[config.mk]
export PLATFORM = sky130hd
export DESIGN_NAME = heater_pump_thermostat_sequencer_top
export DESIGN_NICKNAME = d
export VERILOG_FILES = /design/src/hw/rtl/hpts_pkg.sv /design/src/hw/rtl/hpts_cfg.sv /design/src/hw/rtl/hpts_core.sv /design/src/hw/rtl/heater_pump_thermostat_sequencer_top.sv
export SDC_FILE = /design/constraint.sdc
export NUM_CORES = 1
export LEC_CHECK = 0
export ABC_AREA = 0
export BUFFER_PORTS_ARGS = -buffer_cell sky130_fd_sc_hd__buf_4
export CAP_MARGIN = 10
export CORE_MARGIN = 1.5
export CORE_UTILIZATION = 45
export DETAILED_ROUTE_END_ITERATION = 8
export GPL_TIMING_DRIVEN = 0
export PLACE_DENSITY = 0.59
export SLEW_MARGIN = 30
export SYNTH_ARGS = -nofsm -noshare
export SYNTH_HDL_FRONTEND = slang
export SYNTH_SLANG_ARGS = --single-unit
[constraint.sdc]
create_clock -name clk_i -period 13.1 [get_ports clk_i]
set_input_delay 0.655 -clock clk_i [delete_from_list [all_inputs] [get_ports clk_i]]
set_output_delay 0.655 -clock clk_i [all_outputs]
set_load 0.03 [all_outputs]
[src/hw/rtl/hpts_pkg.sv]
package hpts_pkg;

  // Pump drive codes.
  localparam logic [1:0] SPEED_OFF  = 2'd0;
  localparam logic [1:0] SPEED_LOW  = 2'd1;
  localparam logic [1:0] SPEED_HIGH = 2'd2;

  // Configuration register indexes.
  localparam logic [2:0] CFG_IDX_SETPOINT  = 3'd0;
  localparam logic [2:0] CFG_IDX_LOW_HYST  = 3'd1;
  localparam logic [2:0] CFG_IDX_HIGH_HYST = 3'd2;
  localparam logic [2:0] CFG_IDX_PRE_RUN   = 3'd3;
  localparam logic [2:0] CFG_IDX_POST_RUN  = 3'd4;
  localparam logic [2:0] CFG_IDX_SIM_MODE  = 3'd5;

  localparam int unsigned CFG_IDX_W  = 3;
  localparam int unsigned CFG_DATA_W = 10;

  // Register reset values and legal upper limits.
  localparam logic [9:0] SETPOINT_RST  = 10'd608;
  localparam logic [7:0] LOW_HYST_RST  = 8'd16;
  localparam logic [7:0] HIGH_HYST_RST = 8'd8;
  localparam logic [7:0] HYST_MAX      = 8'd160;
  localparam logic [9:0] PRE_RUN_RST   = 10'd30;
  localparam logic [9:0] POST_RUN_RST  = 10'd60;
  localparam logic [9:0] RUN_MAX       = 10'd600;

  // Filter gain, about 0.1 in Q16.
  localparam logic signed [13:0] FILT_GAIN = 14'sd6554;

  typedef struct packed {
    logic [9:0] setpoint_temp;
    logic [7:0] heat_margin;
    logic [7:0] stop_margin;
    logic [9:0] pre_run_seconds;
    logic [9:0] post_run_seconds;
    logic       simulation_mode;
  } cfg_t;

  typedef struct packed {
    logic signed [11:0] temp_sample;
    logic               auto_mode;
    logic               pump_cmd_valid;
    logic [1:0]         pump_cmd_speed;
  } in_item_t;

  typedef struct packed {
    logic               heater_on;
    logic [1:0]         pump_speed;
    logic               pump_owned;
    logic [9:0]         pre_run_left;
    logic [9:0]         post_run_left;
    logic signed [11:0] filtered_temp;
    logic               interlock_tripped;
  } out_item_t;

endpackage

[src/hw/rtl/hpts_cfg.sv]
module hpts_cfg import hpts_pkg::*; (
  input  logic                  clk_i,
  input  logic                  rst_ni,
  input  logic                  cfg_we_i,
  input  logic [CFG_IDX_W-1:0]  cfg_idx_i,
  input  logic [CFG_DATA_W-1:0] cfg_wdata_i,
  output cfg_t                  cfg_o
);

  cfg_t cfg_q, cfg_d;

  always_comb begin
    cfg_d = cfg_q;
    if (cfg_we_i) begin
      unique case (cfg_idx_i)
        CFG_IDX_SETPOINT: cfg_d.setpoint_temp = cfg_wdata_i;
        CFG_IDX_LOW_HYST: begin
          cfg_d.heat_margin = (cfg_wdata_i[7:0] > HYST_MAX) ? LOW_HYST_RST
                                                             : cfg_wdata_i[7:0];
        end
        CFG_IDX_HIGH_HYST: begin
          cfg_d.stop_margin = (cfg_wdata_i[7:0] > HYST_MAX) ? HIGH_HYST_RST
                                                             : cfg_wdata_i[7:0];
        end
        CFG_IDX_PRE_RUN: begin
          cfg_d.pre_run_seconds = (cfg_wdata_i > RUN_MAX) ? PRE_RUN_RST : cfg_wdata_i;
        end
        CFG_IDX_POST_RUN: begin
          cfg_d.post_run_seconds = (cfg_wdata_i > RUN_MAX) ? POST_RUN_RST : cfg_wdata_i;
        end
        CFG_IDX_SIM_MODE: cfg_d.simulation_mode = cfg_wdata_i[0];
        default: ;
      endcase
    end
  end

  always_ff @(posedge clk_i or negedge rst_ni) begin
    if (!rst_ni) begin
      cfg_q.setpoint_temp    <= SETPOINT_RST;
      cfg_q.heat_margin      <= LOW_HYST_RST;
      cfg_q.stop_margin      <= HIGH_HYST_RST;
      cfg_q.pre_run_seconds  <= PRE_RUN_RST;
      cfg_q.post_run_seconds <= POST_RUN_RST;
      cfg_q.simulation_mode  <= 1'b0;
    end else begin
      cfg_q <= cfg_d;
    end
  end

  assign cfg_o = cfg_q;

endmodule

[src/hw/rtl/hpts_core.sv]
module hpts_core import hpts_pkg::*; #(
  parameter int unsigned TIMER_BITS = 10
) (
  input  logic      clk_i,
  input  logic      rst_ni,
  input  logic      step_i,
  input  in_item_t  item_i,
  input  cfg_t      cfg_i,
  output out_item_t res_o
);

  localparam logic [16:0] TMAX = 17'((1 << TIMER_BITS) - 1);

  logic signed [11:0]    filt_q, filt_d;
  logic                  heater_q, heater_d;
  logic [1:0]            pump_q, pump_d;
  logic                  owns_q, owns_d;
  logic [TIMER_BITS-1:0] pre_q, pre_d;
  logic [TIMER_BITS-1:0] post_q, post_d;
  logic                  trip;

  logic signed [12:0]    diff;
  logic signed [26:0]    prod;
  logic signed [10:0]    filt_step;
  logic signed [12:0]    temp_ext;
  logic signed [12:0]    heat_below;
  logic signed [12:0]    stop_above;
  logic                  heat_req;
  logic                  satisfied;
  logic [16:0]           pre_cfg_ext, post_cfg_ext;
  logic [TIMER_BITS-1:0] pre_load, post_load;
  logic [16:0]           pre_out_ext, post_out_ext;

  // Filter step: the arithmetic shift gives the floor of the Q16 product.
  assign diff      = {item_i.temp_sample[11], item_i.temp_sample} - {filt_q[11], filt_q};
  assign prod      = diff * FILT_GAIN;
  assign filt_step = prod[26:16];

  assign temp_ext   = {item_i.temp_sample[11], item_i.temp_sample};
  assign heat_below = $signed({3'b000, cfg_i.setpoint_temp})
                    - $signed({5'b00000, cfg_i.heat_margin});
  assign stop_above = $signed({3'b000, cfg_i.setpoint_temp})
                    + $signed({5'b00000, cfg_i.stop_margin});
  assign heat_req   = temp_ext < heat_below;
  assign satisfied  = temp_ext > stop_above;

  // Run times saturate to what the timers can hold.
  assign pre_cfg_ext  = 17'(cfg_i.pre_run_seconds);
  assign post_cfg_ext = 17'(cfg_i.post_run_seconds);
  assign pre_load     = (pre_cfg_ext > TMAX) ? TMAX[TIMER_BITS-1:0]
                                             : pre_cfg_ext[TIMER_BITS-1:0];
  assign post_load    = (post_cfg_ext > TMAX) ? TMAX[TIMER_BITS-1:0]
                                              : post_cfg_ext[TIMER_BITS-1:0];

  always_comb begin
    heater_d = heater_q;
    pump_d   = pump_q;
    owns_d   = owns_q;
    pre_d    = pre_q;
    post_d   = post_q;
    trip     = 1'b0;

    // A manual speed code above high is ignored.
    if (item_i.pump_cmd_valid && (item_i.pump_cmd_speed <= SPEED_HIGH)) begin
      pump_d = item_i.pump_cmd_speed;
    end

    filt_d = cfg_i.simulation_mode ? filt_q : filt_q + {filt_step[10], filt_step};

    if (item_i.auto_mode) begin
      if (heat_req) begin
        if (!heater_d) begin
          if (pump_d != SPEED_OFF) begin
            if (!(owns_d && (pre_d != '0))) begin
              heater_d = 1'b1;
            end
          end else begin
            pump_d = SPEED_LOW;
            owns_d = 1'b1;
            pre_d  = pre_load;
          end
        end
      end else if (satisfied) begin
        if (heater_d) begin
          heater_d = 1'b0;
          if (owns_d) begin
            post_d = post_load;
          end
        end
      end

      if (!heater_d && owns_d && (post_d == '0) && !heat_req && (pre_d == '0)) begin
        pump_d = SPEED_OFF;
        owns_d = 1'b0;
      end

      // Interlock: never heat with the pump stopped.
      if (heater_d && (pump_d == SPEED_OFF)) begin
        pump_d = SPEED_LOW;
        owns_d = 1'b1;
        trip   = 1'b1;
      end
    end else if (owns_d) begin
      heater_d = 1'b0;
      pump_d   = SPEED_OFF;
      owns_d   = 1'b0;
      pre_d    = '0;
      post_d   = '0;
    end

    if (pre_d != '0) begin
      pre_d = pre_d - 1'b1;
    end
    if (post_d != '0) begin
      post_d = post_d - 1'b1;
    end
  end

  assign pre_out_ext  = 17'(pre_d);
  assign post_out_ext = 17'(post_d);

  always_comb begin
    res_o.heater_on         = heater_d;
    res_o.pump_speed        = pump_d;
    res_o.pump_owned        = owns_d;
    res_o.pre_run_left      = pre_out_ext[9:0];
    res_o.post_run_left     = post_out_ext[9:0];
    res_o.filtered_temp     = filt_d;
    res_o.interlock_tripped = trip;
  end

  always_ff @(posedge clk_i or negedge rst_ni) begin
    if (!rst_ni) begin
      filt_q   <= '0;
      heater_q <= 1'b0;
      pump_q   <= SPEED_OFF;
      owns_q   <= 1'b0;
      pre_q    <= '0;
      post_q   <= '0;
    end else if (step_i) begin
      filt_q   <= filt_d;
      heater_q <= heater_d;
      pump_q   <= pump_d;
      owns_q   <= owns_d;
      pre_q    <= pre_d;
      post_q   <= post_d;
    end
  end

  // A pre-run countdown only runs on a pump that auto control started.
  assert property (@(posedge clk_i) disable iff (!rst_ni) (pre_q != '0) |-> owns_q)
    else $error("pre-run count running without pump ownership");

  // In auto mode the heater never ends a step over a stopped pump.
  assert property (@(posedge clk_i) disable iff (!rst_ni)
      (step_i && item_i.auto_mode && heater_d) |-> (pump_d != SPEED_OFF))
    else $error("heater on with pump off after an auto step");

  // A tripped interlock leaves the pump at low speed and owned.
  assert property (@(posedge clk_i) disable iff (!rst_ni)
      (step_i && trip) |=> ((pump_q == SPEED_LOW) && owns_q && heater_q))
    else $error("interlock trip did not take the pump");

endmodule

[src/hw/rtl/heater_pump_thermostat_sequencer_top.sv]
// Path: a result beat is captured in the input register, then in the result
// register, and is offered from there, held back while out_stall_i holds.
// Throughput: one beat per cycle while out_stall_i is low; the step logic
// between the two registers carries all of an item's work, so input and
// output overlap fully.
// Reset: rst_ni clears the pipeline valids, the control state and the filter,
// and loads the configuration registers with their default values.
module heater_pump_thermostat_sequencer_top import hpts_pkg::*; #(
  parameter int unsigned TIMER_BITS = 10
) (
  input  logic                  clk_i,
  input  logic                  rst_ni,
  input  logic                  cfg_we_i,
  input  logic [CFG_IDX_W-1:0]  cfg_idx_i,
  input  logic [CFG_DATA_W-1:0] cfg_wdata_i,
  input  logic                  in_valid_i,
  output logic                  in_stall_o,
  input  in_item_t              in_data_i,
  output logic                  out_valid_o,
  input  logic                  out_stall_i,
  output out_item_t             out_data_o
);

  cfg_t      cfg;
  in_item_t  in_q;
  logic      in_vld_q, in_vld_d;
  out_item_t out_q;
  logic      out_vld_q, out_vld_d;
  out_item_t step_res;
  logic      in_take;
  logic      advance;

  hpts_cfg u_cfg (
    .clk_i      (clk_i),
    .rst_ni     (rst_ni),
    .cfg_we_i   (cfg_we_i),
    .cfg_idx_i  (cfg_idx_i),
    .cfg_wdata_i(cfg_wdata_i),
    .cfg_o      (cfg)
  );

  hpts_core #(
    .TIMER_BITS(TIMER_BITS)
  ) u_core (
    .clk_i (clk_i),
    .rst_ni(rst_ni),
    .step_i(advance),
    .item_i(in_q),
    .cfg_i (cfg),
    .res_o (step_res)
  );

  // The held beat moves on whenever the result register is free or drains.
  assign advance    = in_vld_q && (!out_vld_q || !out_stall_i);
  assign in_stall_o = in_vld_q && !advance;
  assign in_take    = in_valid_i && !in_stall_o;

  always_comb begin
    in_vld_d = in_vld_q;
    if (in_take) begin
      in_vld_d = 1'b1;
    end else if (advance) begin
      in_vld_d = 1'b0;
    end

    out_vld_d = out_vld_q;
    if (advance) begin
      out_vld_d = 1'b1;
    end else if (!out_stall_i) begin
      out_vld_d = 1'b0;
    end
  end

  always_ff @(posedge clk_i or negedge rst_ni) begin
    if (!rst_ni) begin
      in_vld_q  <= 1'b0;
      out_vld_q <= 1'b0;
    end else begin
      in_vld_q  <= in_vld_d;
      out_vld_q <= out_vld_d;
    end
  end

  always_ff @(posedge clk_i) begin
    if (in_take) begin
      in_q <= in_data_i;
    end
    if (advance) begin
      out_q <= step_res;
    end
  end

  assign out_valid_o = out_vld_q;
  assign out_data_o  = out_q;

endmodule

==> results of run 1 <==
==> worst reg2reg max path: cells and delay by family (launching register included) <==
kind	cells	cell delay, ns
flip-flops	1	0.36
buffers and inverters	7	0.98
AND/OR/NAND/NOR	5	0.70
adder cells (fa/ha/maj)	9	3.42
AO/OA/AOI/OAI	15	3.27
XOR/XNOR	3	0.56
==> how the worst max path moves through the flow <==
stage / start / end / slack [ns]
6_report: in_q[4] / u_core.filt_q[10] / 3.67
5_1_grt: u_core.filt_q[1] / out_data_o[11] / 2.91
4_1_cts: u_core.filt_q[1] / out_data_o[11] / 3.65
3_5_place_dp: u_core.filt_q[1] / out_data_o[12] / 3.72
3_3_place_gp: in_q[4] / out_data_o[11] / 3.71
2_1_floorplan: u_core.filt_q[0] / out_data_o[12] / 5.09
==> cell usage in the layout, fill, tap and decap left out, types with 14 or more instances in the layout <==
cell | netlist | routed
mux2_2 | 38 | 38
nor3_1 | 14 | 14
a21o_1 | 25 | 25
clkbuf_16 | 0 | 18
xnor2_1 | 56 | 56
mux2i_1 | 15 | 15
nand3_1 | 19 | 19
a21oi_1 | 48 | 48
inv_1 | 147 | 147
nor2_1 | 41 | 41
buf_4 | 2 | 73
o21ai_0 | 74 | 74
fa_1 | 40 | 40
ha_1 | 135 | 135
nor2b_1 | 23 | 23
clkbuf_1 | 23 | 23
xor2_1 | 25 | 25
edfxtp_1 | 53 | 53
nand2_1 | 121 | 121
dfrtp_1 | 72 | 72
==> per-layer routing <==
metal	vias up	share of wire, %	GRT usage (%)
met5	-	0	0
met4	0	1.5	5.43
met3	26	2.8	2.67
met2	133	46	34.5
met1	3960	49	29.4
li1	4180	-	-
==> flip-flops by register name (all words and copies together) (netlist names) <==
name / flops
out_valid_o: 1
u_core.filt_q: 12
out_data_o: 37
u_core.heater_q: 1
in_vld_q: 1
u_cfg.cfg_o: 47
in_q: 16
u_core.pump_q: 2
u_core.post_q: 10
u_core.owns_q: 1
u_core.pre_q: 10
==> final cells by class <==
type                            instances  share of cell area, %
Multi-Input combinational cell        832                   53.3
Sequential cell                       138                   29.2
Inverter                              148                   4.34
Timing Repair Buffer                   72                   4.25
Clock buffer                           20                   3.66
Tap cell                              324                   3.17
Buffer                                 31                   1.14
Clock inverter                         12                  0.978
==> kinds of logic after synthesis <==
| family | after synthesis | synth area share (%) |
|---|---|---|
| compound gates | 238 | 14.1 |
| xor+xnor | 82 | 6.51 |
| fa+ha+maj | 175 | 22.1 |
| buf+inv | 179 | 6.21 |
| flops | 138 | 33.2 |
| mux | 58 | 5.74 |
| simple gates | 279 | 12.1 |
==> stage by stage <==
step	setup slack, ns	utilization [%]	hold slack [ns]	std cells
6_report	3.67	52.5	0.267	1577
5_1_grt	2.91	52.5	0.326	1577
4_1_cts	3.65	52.5	0.319	1577
3_5_place_dp	3.72	50.0	0.472	1545
3_3_place_gp	3.71	50.0	0.465	1545
2_1_floorplan	5.09	-	0.359	1149
==> flow_summary.ini, run 1 <==
[cells_and_area]
nets = 1449
diodes = 0
layout-drive-gt1-share_pct = 14.6
area_growth_pct = 13.7
fillCellCount = 2290
register_area_um2 = 3730
fin_area_um2 = 12800
multi_input_area_um2 = 6820

[clock_tree]
cts_resized = 0
cts_tree = yes
holdBufCountCts = 0
clockBufferDepth = 2
cts.sinks = 138
root_buffer = clkbuf_16
clk_latency_ns = 0.43
ctsHtreeMaxLevel = 4
cts_buffers = 17
clk_pin_slew_worst_paths_ns = 0.07
postCtsSetupRepairBufs = 0

[floorplan]
rows = 57
initial_core_util_pct = 46.1
ios = 73
die-area_um2 = 26000
core_area_um2 = 24400
die_height_um = 161
dieWidth_um = 161

[synthesis]
synthFlopType = dfrtp_1
synthTopCellsByCount = inv_1, ha_1, nand2_1
ys_warn_count = 0
ys_seq_area_share_pct = 33.2
syn_nets = 1358
yosys.area.top_type = dfrtp_1
ys_top_cells_by_area = dfrtp_1, ha_1, edfxtp_1
synth_top_area_share_pct = 16.0
avgSynthCellArea_um2 = 9.79
synth_edf_count = 53
syn_inst = 1149
postSynth.asyncResetShare_pct = 61.6
yosysUniqueCellTypes = 73
ys_ff_latch = 138
yosysMostFrequentCell = inv_1
syn_area_um2 = 11200

[detailed_routing]
drtIter0Drc = 437
vias_per_cell = 5.26
dr.pass1.iters = 5
antenna_left = 0
drc = 0
wl_per_cell_um = 16.5
routed_wl_um = 26000
num_vias = 8299

[worst_setup_path]
slowest_stage = fa_1
crit_type = reg2reg
rr_worst_depth = 39
crit_path_max_fanout = 14
cp_top_family = adder cells
arrival_ns = 9.75
path_common_cell = inv_1
crit_required_ns = 13.41
slowest_delay_ns = 0.55
worst-path-buf-inv = 7
crit_path_end_kind = flop
r2r_end = u_core.filt_q[10]
worstSetupPathDepth = 39
rrSetupSlack_ns = 3.67
reg2reg_from = in_q[4]
crit_path_start_kind = flop

[sta]
grt_setup_unrepaired = no
setup_viol = 0
period_minus_slack_ns = 9.43
max_freq_mhz = 106
clock_skew_ns = 0.0130
tightestPinTransition_ns = 1.00
hold_viol = 0
min_period_over_period_pct = 72.0
setup_tns_ns = 0
maxSlewViolCount = 0
slew-limit-headroom_pct = 32.9

[global_routing]
track_usage_pct = 21.0
grt_max_degree = 86
antenna_found_initial = 0
grt_pass1_vias = 8243
overflow = 0
grt_pass1_wl_um = 42900

[placement]
port-buffer-count = 72
place.gp.congestion = 0.850
dp_hpwl_um = 20800
dpl_cell_area_um2 = 12200

[flow_run]
maxCapViolations = 0

[outcome]
outcome = complete, no violations

[hold_path]
hp-class = in2async
Power of run 1 is not shown: default switching activity piles up to over one toggle a cycle in this logic, so the estimate is an artifact.
==> run 2: changes to the inputs <==
--- a/config.mk
+++ b/config.mk
@@ -12,7 +12,7 @@
 export CORE_UTILIZATION = 45
 export DETAILED_ROUTE_END_ITERATION = 8
 export GPL_TIMING_DRIVEN = 0
-export PLACE_DENSITY = 0.59
+export PLACE_DENSITY = 0.62
 export SLEW_MARGIN = 30
 export SYNTH_ARGS = -nofsm -noshare
 export SYNTH_HDL_FRONTEND = slang
==> constraint.sdc (replaced) <==
create_clock -name clk_i -period 8.3 [get_ports clk_i]
set_input_delay 0.415 -clock clk_i [delete_from_list [all_inputs] [get_ports clk_i]]
set_output_delay 0.415 -clock clk_i [all_outputs]
set_load 0.03 [all_outputs]
==> run 2 against run 1 <==
  * Via count rose by 3.9%
  * Sequential share of layout area fell by 1.7 points
  * Final cell count rose by 2.7%
  * Highest routed layer unchanged
  * Largest cell class unchanged
  * Clock skew fell by 0.0036 ns
==> flow_summary.ini, run 2 (same netlist as run 1, synthesis figures left out) <==
[placement]
place.gp.congestion = 0.843
port-buffer-count = 72
dp_hpwl_um = 20500

[sta]
setup_viol = 0
slew-limit-headroom_pct = 42.5
maxSlewViolCount = 0
max_freq_mhz = 125
tightestPinTransition_ns = 0.863
min_period_over_period_pct = 96.2
period_minus_slack_ns = 7.99
hold_viol = 0
clock_skew_ns = 0.00944

[clock_tree]
cts_tree = yes
cts_buffers = 17
clk_pin_slew_worst_paths_ns = 0.06
clk_latency_ns = 0.43
clockBufferDepth = 2
holdBufCountCts = 0
ctsHtreeMaxLevel = 4
cts.sinks = 138
root_buffer = clkbuf_16

[worst_setup_path]
slowest_delay_ns = 0.49
endpoint = out_data_o[11]
reg2reg_from = u_core.filt_q[0]
rrSetupSlack_ns = 0.31
crit_path_max_fanout = 9
cp_top_family = compound AO/OA/AOI/OAI gates
arrival_ns = 8.15
worstSetupPathDepth = 39
critPathLaunch = u_core.filt_q[0]
slowest_stage = fa_1
r2r_end = out_data_o[11]
crit_path_start_kind = flop
crit_path_end_kind = flop
worst-path-buf-inv = 8
crit_required_ns = 8.46
crit_type = reg2reg
rr_worst_depth = 39

[cells_and_area]
nets = 1491
final_common_cell = inv_1
largest_reg_flops = 47
fillCellCount = 2186
fin_util_pct = 55.8
layout-drive-gt1-share_pct = 22.2
area_growth_pct = 21.0
layout_common_cells = inv_1, ha_1, nand2_1
diodes = 0

[floorplan]
ios = 73
die-area_um2 = 26000
die_height_um = 161
rows = 57
core_area_um2 = 24400
initial_core_util_pct = 46.1
dieWidth_um = 161

[global_routing]
grt_util_met2_pct = 36.6
track_usage_pct = 21.2
grt-busiest-layer = met2
grt_use_met1_pct = 27.7
overflow = 0
grt_max_degree = 86
antenna_found_initial = 0
grt_pass1_wl_um = 43500
grtUsageMet3_pct = 3.11
grt_pass1_vias = 8643

[detailed_routing]
drc = 0
drtIter0Drc = 427
num_vias = 8622
antenna_left = 0
routed_wl_um = 26900
dr.pass1.iters = 4
wl_per_cell_um = 16.6
vias_per_cell = 5.33

[hold_path]
hp-class = in2async

[flow_run]
maxCapViolations = 0

[outcome]
outcome = complete, no violations
-- run 2: changes by cell type in the layout (fill, tap and decap cells not counted), moves of 4 or more --
cell / before / now
ha_1: 135 / 124
xor2_1: 25 / 21
xnor2_2: 0 / 9
ha_4: 0 / 9
o21ai_2: 0 / 5
inv_1: 147 / 143
buf_4: 73 / 113
o21ai_0: 74 / 68
xnor2_1: 56 / 45
a21oi_2: 0 / 4
a21oi_1: 48 / 43
-- run 2: per-layer routing --
layer | wire length, um | part of all wire, %
met1 | 12200 | 45
met2 | 13300 | 49
met3 | 957 | 3.6
met4 | 464 | 1.7
met5 | 0 | 0
-- run 2: worst min-delay path by stage --
| stage | to | slack [ns] | cells after the start |
|---|---|---|---|
| 2_1_floorplan | in_vld_q | 0.12 | 0 |
| 3_3_place_gp | u_cfg.cfg_o[35] | 0.46 | 2 |
| 3_5_place_dp | u_cfg.cfg_o[30] | 0.47 | 2 |
| 4_1_cts | out_valid_o | 0.06 | 1 |
| 5_1_grt | out_valid_o | 0.1 | 1 |
| 6_report | out_valid_o | 0.02 | 1 |
-- run 2: layout make-up --
type	count	area [um^2]	share of cell area, %
buffer	31	173	1.27
tap	324	405	2.98
timing repair buffer	114	867	6.37
clock inverter	13	191	1.41
multi-input combinational	832	7240	53.2
clock buffer	19	433	3.18
inverter	148	561	4.12
sequential	138	3730	27.5
-- run 2: what timing repair did --
| item | CTS | global route |
|---|---|---|
| setup buffers | 18 | 24 |
| setup endpoints to repair | 16 | 11 |
| gates resized for setup | 37 | 55 |
| pin swaps | 19 | 51 |
-- run 2: stage by stage --
| stage | worst slack (ns) | TNS [ns] | area [um^2] | hold WS [ns] | instances |
|---|---|---|---|---|---|
| finish | 0.312 | 0 | 13600 | 0.0188 | 1619 |
| global route | -0.0716 | -0.230 | 13600 | 0.0962 | 1619 |
| CTS | 0.0198 | 0 | 13100 | 0.0622 | 1595 |
| detailed placement | -1.05 | -9.83 | 12200 | 0.473 | 1545 |
| global placement | -1.04 | -9.86 | 12200 | 0.463 | 1545 |
| floorplan | 0.285 | 0 | 11200 | 0.119 | 1149 |
-- run 2: worst reg2reg max path: cells and delay by family, from the launching register on --
family / cells / cell delay, ns
adder cells (fa/ha/maj): 8 / 2.70
flip-flops: 1 / 0.41
AO/OA/AOI/OAI: 16 / 2.73
XOR/XNOR: 3 / 0.43
AND/OR/NAND/NOR: 4 / 0.56
buffers and inverters: 8 / 0.87
Power of run 2 is left out for the same reason.
